--- src/hw/rtl/bddf_pkg.sv ---
// Shared types, constants and the digit correction function of the display formatter.
`default_nettype none

package bddf_pkg;

    // One packed BCD digit.
    typedef logic [3:0] t_digit;

    // Register indexes of the configuration port.
    typedef enum logic [1:0] {
        CFG_DIGIT_COUNT    = 2'd0,
        CFG_ZERO_FILL      = 2'd1,
        CFG_DIVIDE_PLACES  = 2'd2,
        CFG_DECIMAL_PLACES = 2'd3
    } t_cfg_index;

    // Character codes.
    localparam logic [7:0] ASCII_ZERO  = 8'h30;
    localparam logic [7:0] ASCII_NINE  = 8'h39;
    localparam logic [7:0] ASCII_POINT = 8'h2E;
    localparam logic [7:0] CHAR_BLANK  = 8'h00;

    // Display geometry.
    localparam int OUT_CHARS   = 6;
    localparam int MAX_CHARS   = 6;
    localparam int LIMIT_CHARS = (MAX_CHARS < OUT_CHARS) ? MAX_CHARS : OUT_CHARS;
    localparam int MAX_DIGITS  = 6;
    localparam int MAX_SPAN    = 8;

    // Shift-and-correct steps done in one converter stage.
    localparam int STEPS_PER_STAGE = 8;

    // Add three to a digit of five or more before the next left shift.
    function automatic t_digit fix_digit(input t_digit d);
        fix_digit = (d >= 4'd5) ? t_digit'(d + 4'd3) : d;
    endfunction

endpackage

`default_nettype wire

--- src/hw/rtl/bddf_dabble.sv ---
// Pipelined binary to BCD converter using shift-and-add-three steps.
`default_nettype none

module bddf_dabble #(
    parameter int NUMBER_WIDTH = 24,
    parameter int BCD_DIGITS   = 8
) (
    input  wire                        i_clk,
    input  wire                        i_rst_n,
    input  wire                        i_valid,
    output logic                       o_stall,
    input  wire  [NUMBER_WIDTH-1:0]    i_bin,
    output logic                       o_valid,
    input  wire                        i_stall,
    output logic [BCD_DIGITS*4-1:0]    o_bcd
);

    localparam int STEPS  = bddf_pkg::STEPS_PER_STAGE;
    localparam int NSTG   = (NUMBER_WIDTH + STEPS - 1) / STEPS;
    localparam int BCD_W  = BCD_DIGITS * 4;

    logic [NSTG-1:0]                   r_v;
    logic [NSTG-1:0][BCD_W-1:0]        r_bcd;
    logic [NSTG-1:0][NUMBER_WIDTH-1:0] r_bin;
    logic [NSTG-1:0][BCD_W-1:0]        n_bcd;
    logic [NSTG-1:0][NUMBER_WIDTH-1:0] n_bin;
    logic [NSTG-1:0][BCD_W-1:0]        bcd_in;
    logic [NSTG-1:0][NUMBER_WIDTH-1:0] bin_in;
    logic [NSTG-1:0]                   v_in;
    logic [NSTG:0]                     adv;

    // A stage moves when it is empty or the stage after it moves.
    assign adv[NSTG] = ~i_stall;

    genvar s;
    generate
        for (s = 0; s < NSTG; s++) begin : g_stage
            if (s == 0) begin : g_first
                assign bcd_in[s] = '0;
                assign bin_in[s] = i_bin;
                assign v_in[s]   = i_valid;
            end else begin : g_next
                assign bcd_in[s] = r_bcd[s-1];
                assign bin_in[s] = r_bin[s-1];
                assign v_in[s]   = r_v[s-1];
            end

            assign adv[s] = ~r_v[s] | adv[s+1];

            // Up to eight correct-then-shift steps on this stage's slice of the input bits.
            always_comb begin
                logic [BCD_W-1:0]        bcd;
                logic [NUMBER_WIDTH-1:0] bin;
                bcd = bcd_in[s];
                bin = bin_in[s];
                for (int t = 0; t < STEPS; t++) begin
                    if (s * STEPS + t < NUMBER_WIDTH) begin
                        for (int d = 0; d < BCD_DIGITS; d++) begin
                            bcd[d*4 +: 4] = bddf_pkg::fix_digit(bcd[d*4 +: 4]);
                        end
                        {bcd, bin} = {bcd[BCD_W-2:0], bin, 1'b0};
                    end
                end
                n_bcd[s] = bcd;
                n_bin[s] = bin;
            end

            // Valid bit of the stage.
            always_ff @(posedge i_clk) begin
                if (!i_rst_n) begin
                    r_v[s] <= 1'b0;
                end else if (adv[s]) begin
                    r_v[s] <= v_in[s];
                end
            end

            // Payload of the stage.
            always_ff @(posedge i_clk) begin
                if (adv[s]) begin
                    r_bcd[s] <= n_bcd[s];
                    r_bin[s] <= n_bin[s];
                end
            end
        end
    endgenerate

    assign o_stall = ~adv[0];
    assign o_valid = r_v[NSTG-1];
    assign o_bcd   = r_bcd[NSTG-1];

endmodule

`default_nettype wire

--- src/hw/rtl/binary_to_decimal_display_formatter.sv ---
// Top level of the binary to decimal display formatter.
//
//   channel  | dir | handshake                      | payload
//   ---------+-----+--------------------------------+------------------------------------
//   input    | in  | i_valid / o_stall              | i_number
//   result   | out | o_valid / i_stall              | o_char_0..5, o_used_length,
//            |     |                                | o_overflow, o_config_error
//   config   | in  | i_cfg_we (no handshake back)   | i_cfg_index, i_cfg_data
//
// One item is taken per cycle while the result side keeps up.
// Each group of up to eight shift-and-add-three steps is a registered stage, followed by
// a registered digit selection stage and then a registered placement stage.
// Empty stages close up under a stall, so o_stall rises only when every stage is full.
// Reset is synchronous and active low; it clears the valid bits and loads the register
// defaults (six digits, blanking, no division, no point).
`default_nettype none

module binary_to_decimal_display_formatter #(
    parameter int NUMBER_WIDTH = 24
) (
    input  wire                     i_clk,
    input  wire                     i_rst_n,
    input  wire                     i_cfg_we,
    input  wire  [1:0]              i_cfg_index,
    input  wire  [2:0]              i_cfg_data,
    input  wire                     i_valid,
    output logic                    o_stall,
    input  wire  [NUMBER_WIDTH-1:0] i_number,
    output logic                    o_valid,
    input  wire                     i_stall,
    output logic [7:0]              o_char_0,
    output logic [7:0]              o_char_1,
    output logic [7:0]              o_char_2,
    output logic [7:0]              o_char_3,
    output logic [7:0]              o_char_4,
    output logic [7:0]              o_char_5,
    output logic [2:0]              o_used_length,
    output logic                    o_overflow,
    output logic                    o_config_error
);

    localparam int BCD_MIN    = (NUMBER_WIDTH * 3) / 10 + 1;
    localparam int BCD_DIGITS = (BCD_MIN > bddf_pkg::MAX_SPAN) ? BCD_MIN : bddf_pkg::MAX_SPAN;
    localparam int NCH        = bddf_pkg::OUT_CHARS;
    localparam int NDG        = bddf_pkg::MAX_DIGITS;

    // Configuration registers.
    logic [2:0] r_digit_count;
    logic       r_zero_fill;
    logic [2:0] r_divide_places;
    logic [2:0] r_decimal_places;

    always_ff @(posedge i_clk) begin
        if (!i_rst_n) begin
            r_digit_count    <= 3'd6;
            r_zero_fill      <= 1'b0;
            r_divide_places  <= 3'd0;
            r_decimal_places <= 3'd0;
        end else if (i_cfg_we) begin
            case (bddf_pkg::t_cfg_index'(i_cfg_index))
                bddf_pkg::CFG_DIGIT_COUNT:    r_digit_count    <= i_cfg_data;
                bddf_pkg::CFG_ZERO_FILL:      r_zero_fill      <= i_cfg_data[0];
                bddf_pkg::CFG_DIVIDE_PLACES:  r_divide_places  <= i_cfg_data;
                bddf_pkg::CFG_DECIMAL_PLACES: r_decimal_places <= i_cfg_data;
                default: begin
                end
            endcase
        end
    end

    // Settings check.
    logic       cfg_ok;
    logic [3:0] span;
    logic [3:0] total;
    logic       has_point;

    assign has_point = (r_decimal_places != 3'd0);
    assign span      = {1'b0, r_digit_count} + {1'b0, r_divide_places};
    assign total     = {1'b0, r_digit_count} + {3'b0, has_point};
    assign cfg_ok    = (r_digit_count >= 3'd1) && (r_digit_count <= 3'(NDG))
                    && (span <= 4'(bddf_pkg::MAX_SPAN))
                    && (r_decimal_places < r_digit_count)
                    && (total <= 4'(bddf_pkg::LIMIT_CHARS));

    // Binary to BCD pipeline.
    logic                    dd_valid;
    logic                    dd_stall;
    logic [BCD_DIGITS*4-1:0] dd_bcd;

    bddf_dabble #(
        .NUMBER_WIDTH (NUMBER_WIDTH),
        .BCD_DIGITS   (BCD_DIGITS)
    ) u_dabble (
        .i_clk   (i_clk),
        .i_rst_n (i_rst_n),
        .i_valid (i_valid),
        .o_stall (o_stall),
        .i_bin   (i_number),
        .o_valid (dd_valid),
        .i_stall (dd_stall),
        .o_bcd   (dd_bcd)
    );

    // Stage enables from the output back.
    logic adv_out;
    logic adv_a;
    logic r_out_valid;
    logic r_a_valid;

    assign adv_out  = ~r_out_valid | ~i_stall;
    assign adv_a    = ~r_a_valid | adv_out;
    assign dd_stall = ~adv_a;

    // Digit selection: drop the low digits, detect overflow, blank leading zeros.
    logic [NDG-1:0][7:0] n_a_code;
    logic                n_a_over;

    always_comb begin
        bddf_pkg::t_digit [NDG-1:0] qd;
        logic [NDG-1:0]             upper_nz;
        logic                       nz_acc;
        logic                       blank;
        n_a_over = 1'b0;
        for (int j = 0; j < BCD_DIGITS; j++) begin
            if ((dd_bcd[j*4 +: 4] != 4'd0) && (4'(j) >= span)) begin
                n_a_over = 1'b1;
            end
        end
        for (int k = 0; k < NDG; k++) begin
            qd[k] = 4'd0;
            for (int j = 0; j < BCD_DIGITS; j++) begin
                if (4'(j) == ({1'b0, r_divide_places} + 4'(k))) begin
                    qd[k] = dd_bcd[j*4 +: 4];
                end
            end
        end
        nz_acc = 1'b0;
        for (int m = NDG - 1; m >= 0; m--) begin
            nz_acc      = nz_acc | (qd[m] != 4'd0);
            upper_nz[m] = nz_acc;
        end
        for (int k = 0; k < NDG; k++) begin
            blank = !r_zero_fill && (3'(k) > r_decimal_places) && !upper_nz[k];
            if (n_a_over) begin
                n_a_code[k] = bddf_pkg::ASCII_NINE;
            end else if (blank) begin
                n_a_code[k] = bddf_pkg::CHAR_BLANK;
            end else begin
                n_a_code[k] = bddf_pkg::ASCII_ZERO + {4'b0, qd[k]};
            end
        end
    end

    logic [NDG-1:0][7:0] r_a_code;
    logic                r_a_over;

    always_ff @(posedge i_clk) begin
        if (!i_rst_n) begin
            r_a_valid <= 1'b0;
        end else if (adv_a) begin
            r_a_valid <= dd_valid;
        end
    end

    always_ff @(posedge i_clk) begin
        if (adv_a) begin
            r_a_code <= n_a_code;
            r_a_over <= n_a_over;
        end
    end

    // Placement: put digits and the point into character positions.
    logic [NCH-1:0][7:0] n_char;
    logic [2:0]          n_used;
    logic                n_over;
    logic                n_err;

    always_comb begin
        logic [2:0] pt;
        logic [2:0] pos;
        logic [2:0] idx;
        logic [2:0] kk;
        pt = r_digit_count - r_decimal_places;
        for (int p = 0; p < NCH; p++) begin
            pos       = 3'(p);
            idx       = (has_point && (pos > pt)) ? pos - 3'd1 : pos;
            kk        = r_digit_count - 3'd1 - idx;
            n_char[p] = bddf_pkg::CHAR_BLANK;
            if (cfg_ok) begin
                if (has_point && (pos == pt)) begin
                    n_char[p] = bddf_pkg::ASCII_POINT;
                end else if (idx < r_digit_count) begin
                    for (int k = 0; k < NDG; k++) begin
                        if (kk == 3'(k)) begin
                            n_char[p] = r_a_code[k];
                        end
                    end
                end
            end
        end
        n_used = cfg_ok ? total[2:0] : 3'd0;
        n_over = cfg_ok & r_a_over;
        n_err  = ~cfg_ok;
    end

    logic [NCH-1:0][7:0] r_char;
    logic [2:0]          r_used;
    logic                r_over;
    logic                r_err;

    always_ff @(posedge i_clk) begin
        if (!i_rst_n) begin
            r_out_valid <= 1'b0;
        end else if (adv_out) begin
            r_out_valid <= r_a_valid;
        end
    end

    always_ff @(posedge i_clk) begin
        if (adv_out) begin
            r_char <= n_char;
            r_used <= n_used;
            r_over <= n_over;
            r_err  <= n_err;
        end
    end

    assign o_valid        = r_out_valid;
    assign o_char_0       = r_char[0];
    assign o_char_1       = r_char[1];
    assign o_char_2       = r_char[2];
    assign o_char_3       = r_char[3];
    assign o_char_4       = r_char[4];
    assign o_char_5       = r_char[5];
    assign o_used_length  = r_used;
    assign o_overflow     = r_over;
    assign o_config_error = r_err;

    // A held selection stage keeps its item until the output side takes it.
    a_stage_hold: assert property (@(posedge i_clk) disable iff (!i_rst_n)
        r_a_valid && !adv_a |=> r_a_valid)
        else $error("selection stage dropped an item while blocked");

    // An error result carries nothing else.
    a_err_clean: assert property (@(posedge i_clk) disable iff (!i_rst_n)
        o_valid && o_config_error |-> (o_used_length == 3'd0) && !o_overflow
            && (o_char_0 == 8'h00) && (o_char_5 == 8'h00))
        else $error("config error result carries data");

    // A good result uses between one and six characters.
    a_used_range: assert property (@(posedge i_clk) disable iff (!i_rst_n)
        o_valid && !o_config_error |-> (o_used_length >= 3'd1) && (o_used_length <= 3'd6))
        else $error("used length out of range");

    // A saturated result never starts with a blank.
    a_over_shown: assert property (@(posedge i_clk) disable iff (!i_rst_n)
        o_valid && o_overflow |-> (o_char_0 == bddf_pkg::ASCII_NINE))
        else $error("overflow result not saturated");

endmodule

`default_nettype wire
--- config.mk ---
export PLATFORM = sky130hd
export DESIGN_NAME = binary_to_decimal_display_formatter
export DESIGN_NICKNAME = d
export VERILOG_FILES = /design/src/hw/rtl/bddf_pkg.sv /design/src/hw/rtl/bddf_dabble.sv /design/src/hw/rtl/binary_to_decimal_display_formatter.sv
export SDC_FILE = /design/constraint.sdc
export NUM_CORES = 1
export LEC_CHECK = 0
export BUFFER_PORTS_ARGS = -buffer_cell sky130_fd_sc_hd__buf_2
export CAP_MARGIN = 20
export CORE_MARGIN = 2
export CORE_UTILIZATION = 70
export CTS_CLUSTER_DIAMETER = 60
export DETAILED_ROUTE_END_ITERATION = 7
export PLACE_DENSITY = 0.95
export SETUP_SLACK_MARGIN = 0.02
export SLEW_MARGIN = 25
export SYNTH_ARGS = -nofsm -noshare
export SYNTH_HDL_FRONTEND = slang
export SYNTH_SLANG_ARGS = --single-unit
--- constraint.sdc ---
create_clock -name i_clk -period 15.4 [get_ports i_clk]
set_input_delay 1.54 -clock i_clk [delete_from_list [all_inputs] [get_ports i_clk]]
set_output_delay 1.54 -clock i_clk [all_outputs]
set_load 0.02 [all_outputs]
==> impl_metrics.csv <==
group,metric,value,unit
sta,relSlewSlack,0.357,
route,drt_iter0_markers,2672,
route,final_antenna_net_count,0,
synth,synth-compound-area-share,0.292,
synth,synth_area,0.0206,mm²
clocking,numCtsBuffers,17,
synth,synth_edf_count,158,
run,drv_cap,0,
placed_design,hpwl,38300,µm
floorplanning,die-area,0.0308,mm²
sta,setup_violations,0,
synth,synth-xor-area-share,0.0420,
global_routing,grt_pass1_wl,88900,µm
floorplanning,io_pins,89,
critical_path,crit_path_frequent_cell,"ha_1",
clocking,cts.reportedPaths.clkPinSlew,80,ps
clocking,clk_latency,450,ps
cells_and_area,area_growth,5.51,%
synth,synthAdderAreaFrac,0.0792,
synth,synth_seq_cells,173,
synth,synth_mux_area_frac,0.0946,
route,routedWlPerCell,18.4,µm
clocking,post_cts_buffers,0,
synth,ys_async_sr_fraction,0,
run_status,violations,"design-rule violations",
critical_path,critical_path.max_stage_delay,560,ps
floorplanning,coreArea,0.0289,mm²
synth,synth_top_family_by_area,"compound AO/OA/AOI/OAI gates",
cells_and_area,final_nets,2674,
critical_path,startpoint_type,"register",
sta,period_needed,7670,ps
clocking,cts_hold_buf,0,
global_routing,met2_usage,0.579,
global_routing,antenna_found_initial,0,
clocking,ctsResizeCount,0,
critical_path,worstPathMaxFanout,11,
synth,ys_types,126,
critical_path,worst_ep_required_time,15600,ps
sta,finalCritPeriodShare,0.498,
critical_path,end_kind,"register",
cells_and_area,drive_above_1_share,0.120,
sta,maxSlewViolCount,0,
critical_path,worstPathArrival,7870,ps
clocking,htree_num_levels,4,
clocking,cts_tree,"built",
floorplanning,chipHeight,176,µm
sta,fin_tns_setup,0,ps
sta,clock.fmax,0.130,GHz
synth,yosysSeqAreaShare,0.245,
global_routing,grt_pass1_vias,18500,
sta,hold_ws,423,ps
global_routing,grt_start_max_net_pins,56,
global_routing,busiest_layer,"met2",
route,drc,3,
placed_design,place_congestion,0.948,
cells_and_area,diodes,0,
sta,rsz0062_at_grt,"no",
route,viasPerCell,6.93,
clocking,cts-root-buf,"clkbuf_16",
sta,finalHoldViolCount,0,
synth,synthFlopType,"edfxtp_1",
route,vias,20200,
cells_and_area,fillers,1982,
placed_design,port_buffers,76,
global_routing,grtUsageMet3,0.0608,
route,routed_wl,53500,µm
global_routing,use_met1,0.444,
placed_design,dpl_cell_area,0.0211,mm²
sta,max_slew.worst_pin.slew,958,ps
synth,syn_area_per_cell,8.23,µm²
min_path,holdCritPathClass,"register to register",
floorplanning,row_count,62,
run_status,status,"finished, violations left",
floorplanning,initial_core_util,0.715,
synth,yosys_warnings,0,
global_routing,grt_usage,0.344,
cells_and_area,final_area,0.0218,mm²
critical_path,path_class,"register to register",
route,drt_pass1_iterations,8,
sta,skew,14.9,ps
floorplanning,fp.dieW,176,µm
synth,netlist_instances,2506,
critical_path,worst_path_max_delay_cell,"edfxtp_1",
global_routing,grt_overflow,0,
clocking,cts_buffer_depth,2,
synth,synth_simple_gate_area_share,0.191,
clocking,clock-sinks,173,
registers in the layout, indices dropped and copies added, names as in the netlist, 2 cells and up:
register,count
o_char_3,6
r_decimal_places,3
u_dabble.bcd_in,31
u_dabble.r_v,2
o_char_5,6
o_char_1,6
r_divide_places,3
o_used_length,3
o_char_0,6
o_char_4,6
u_dabble.o_bcd,31
o_char_2,6
u_dabble.bin_in,24
r_digit_count,3
r_a_code,30
kinds of logic (layout without fill, tap and decap cells):
logic type,after synthesis,count (layout)
other,2,18
buffers and inverters,288,293
AND/OR/NAND/NOR,790,790
multiplexers,160,160
flip-flops,173,173
adder cells (fa/ha/maj),128,128
AO/OA/AOI/OAI,876,876
XOR/XNOR,89,89
layer usage:
metal / vias to the layer above / part of all wire
met4: 0 / 0.036
met1: 9353 / 0.40
li1: 9465 / -
met3: 221 / 0.094
met2: 1132 / 0.47
met5: - / 0
placed cells by master (no fill, tap or decap), types with 18 or more instances in the layout:
| cell type | Yosys | routed |
|---|---|---|
| and2_1 | 27 | 27 |
| o21ai_0 | 172 | 172 |
| a211oi_1 | 40 | 40 |
| inv_1 | 160 | 158 |
| nor4_1 | 19 | 19 |
| o221ai_1 | 21 | 21 |
| o211ai_1 | 48 | 48 |
| xor2_1 | 20 | 20 |
| or3_1 | 27 | 27 |
| mux2i_1 | 87 | 87 |
| a21boi_0 | 18 | 18 |
| ha_1 | 121 | 121 |
| a31oi_1 | 38 | 38 |
| nand2b_1 | 44 | 44 |
| nand3_1 | 79 | 79 |
| mux4_2 | 20 | 20 |
| edfxtp_1 | 158 | 158 |
| buf_2 | 12 | 76 |
| mux2_2 | 46 | 46 |
| nand2_1 | 216 | 216 |
| o21ai_1 | 31 | 31 |
| a22oi_1 | 23 | 23 |
| a21oi_1 | 195 | 195 |
| o22ai_1 | 35 | 35 |
| nor2_1 | 186 | 186 |
| xnor2_1 | 59 | 59 |
| a21o_1 | 26 | 26 |
| o21a_1 | 20 | 20 |
| nor2b_1 | 32 | 32 |
| nor3_1 | 54 | 54 |
| conb_1 | 2 | 18 |
cell usage after synthesis, types with 12 or more instances:
| library cell | n | area share |
|---|---|---|
| nand2_1 | 216 | 0.039 |
| a22oi_1 | 23 | 0.0084 |
| nand3_1 | 79 | 0.019 |
| o21ai_1 | 31 | 0.0075 |
| mux4_2 | 20 | 0.022 |
| and2_1 | 27 | 0.0082 |
| o221ai_1 | 21 | 0.0089 |
| ha_1 | 121 | 0.073 |
| a21o_1 | 26 | 0.0095 |
| a22o_1 | 12 | 0.0051 |
| a21boi_0 | 18 | 0.0066 |
| or3_1 | 27 | 0.0082 |
| nor2b_1 | 32 | 0.0097 |
| o22ai_1 | 35 | 0.011 |
| nand2b_1 | 44 | 0.013 |
| a211o_1 | 14 | 0.0059 |
| a31oi_1 | 38 | 0.012 |
| buf_4 | 19 | 0.0069 |
| clkbuf_1 | 70 | 0.013 |
| xor2_1 | 20 | 0.0085 |
| dfxtp_1 | 15 | 0.015 |
| o21a_1 | 20 | 0.0073 |
| buf_2 | 12 | 0.0029 |
| and3_1 | 17 | 0.0052 |
| o31ai_1 | 13 | 0.0047 |
| or2_2 | 16 | 0.0049 |
| mux2_2 | 46 | 0.025 |
| nor3_1 | 54 | 0.013 |
| o21ai_0 | 172 | 0.042 |
| o211ai_1 | 48 | 0.017 |
| a21oi_1 | 195 | 0.047 |
| nor3b_1 | 14 | 0.0051 |
| inv_1 | 160 | 0.029 |
| xnor2_1 | 59 | 0.025 |
| nor2_1 | 186 | 0.034 |
| edfxtp_1 | 158 | 0.23 |
| nor4_1 | 19 | 0.0058 |
| mux2i_1 | 87 | 0.042 |
| a211oi_1 | 40 | 0.015 |
area by class of cell:
type | instances | area, µm² | area share
sequential | 173 | 5050 | 0.232
clock inverter | 14 | 201 | 0.00926
multi-input combinational | 2061 | 14500 | 0.666
inverter | 175 | 657 | 0.0302
timing repair buffer | 86 | 455 | 0.0209
clock buffer | 18 | 429 | 0.0197
tap | 384 | 480 | 0.0221
stage by stage:
| step | setup WS, ps | util | cells |
|---|---|---|---|
| final | 7730 | 0.754 | 2911 |
| after floorplan | 8890 | - | 2522 |
| after global routing | 7150 | 0.754 | 2911 |
| after CTS | 7950 | 0.753 | 2911 |
| after detailed placement | 7960 | 0.732 | 2879 |
| after global placement | 8470 | 0.732 | 2879 |
final timing paths:
kind                            startpoint                             to  slack (ps)  cells past startpoint
max          u_dabble.bcd_in[32]$_DFFE_PN_  u_dabble.bcd_in[76]$_DFFE_PP_        7730                     32
min          u_dabble.bin_in[32]$_DFFE_PN_  u_dabble.bin_in[64]$_DFFE_PP_         420                      0
max reg2reg  u_dabble.bcd_in[32]$_DFFE_PN_  u_dabble.bcd_in[76]$_DFFE_PP_        7730                     32
min reg2reg  u_dabble.bin_in[32]$_DFFE_PN_  u_dabble.bin_in[64]$_DFFE_PP_         420                      0
critical path, delay by kind of cell, from the launching register on:
family                     cells  cell delay, ps
buffers and inverters          5             630
and+or+nand+nor                9            2200
adders and majority gates      6            1470
DFF                            1             560
AOI/OAI and AO/OA             11            2440
xor gates and xnor gates       1             130
Power is not shown: default switching activity piles up to over one toggle a cycle in this logic, so the estimate is an artifact.
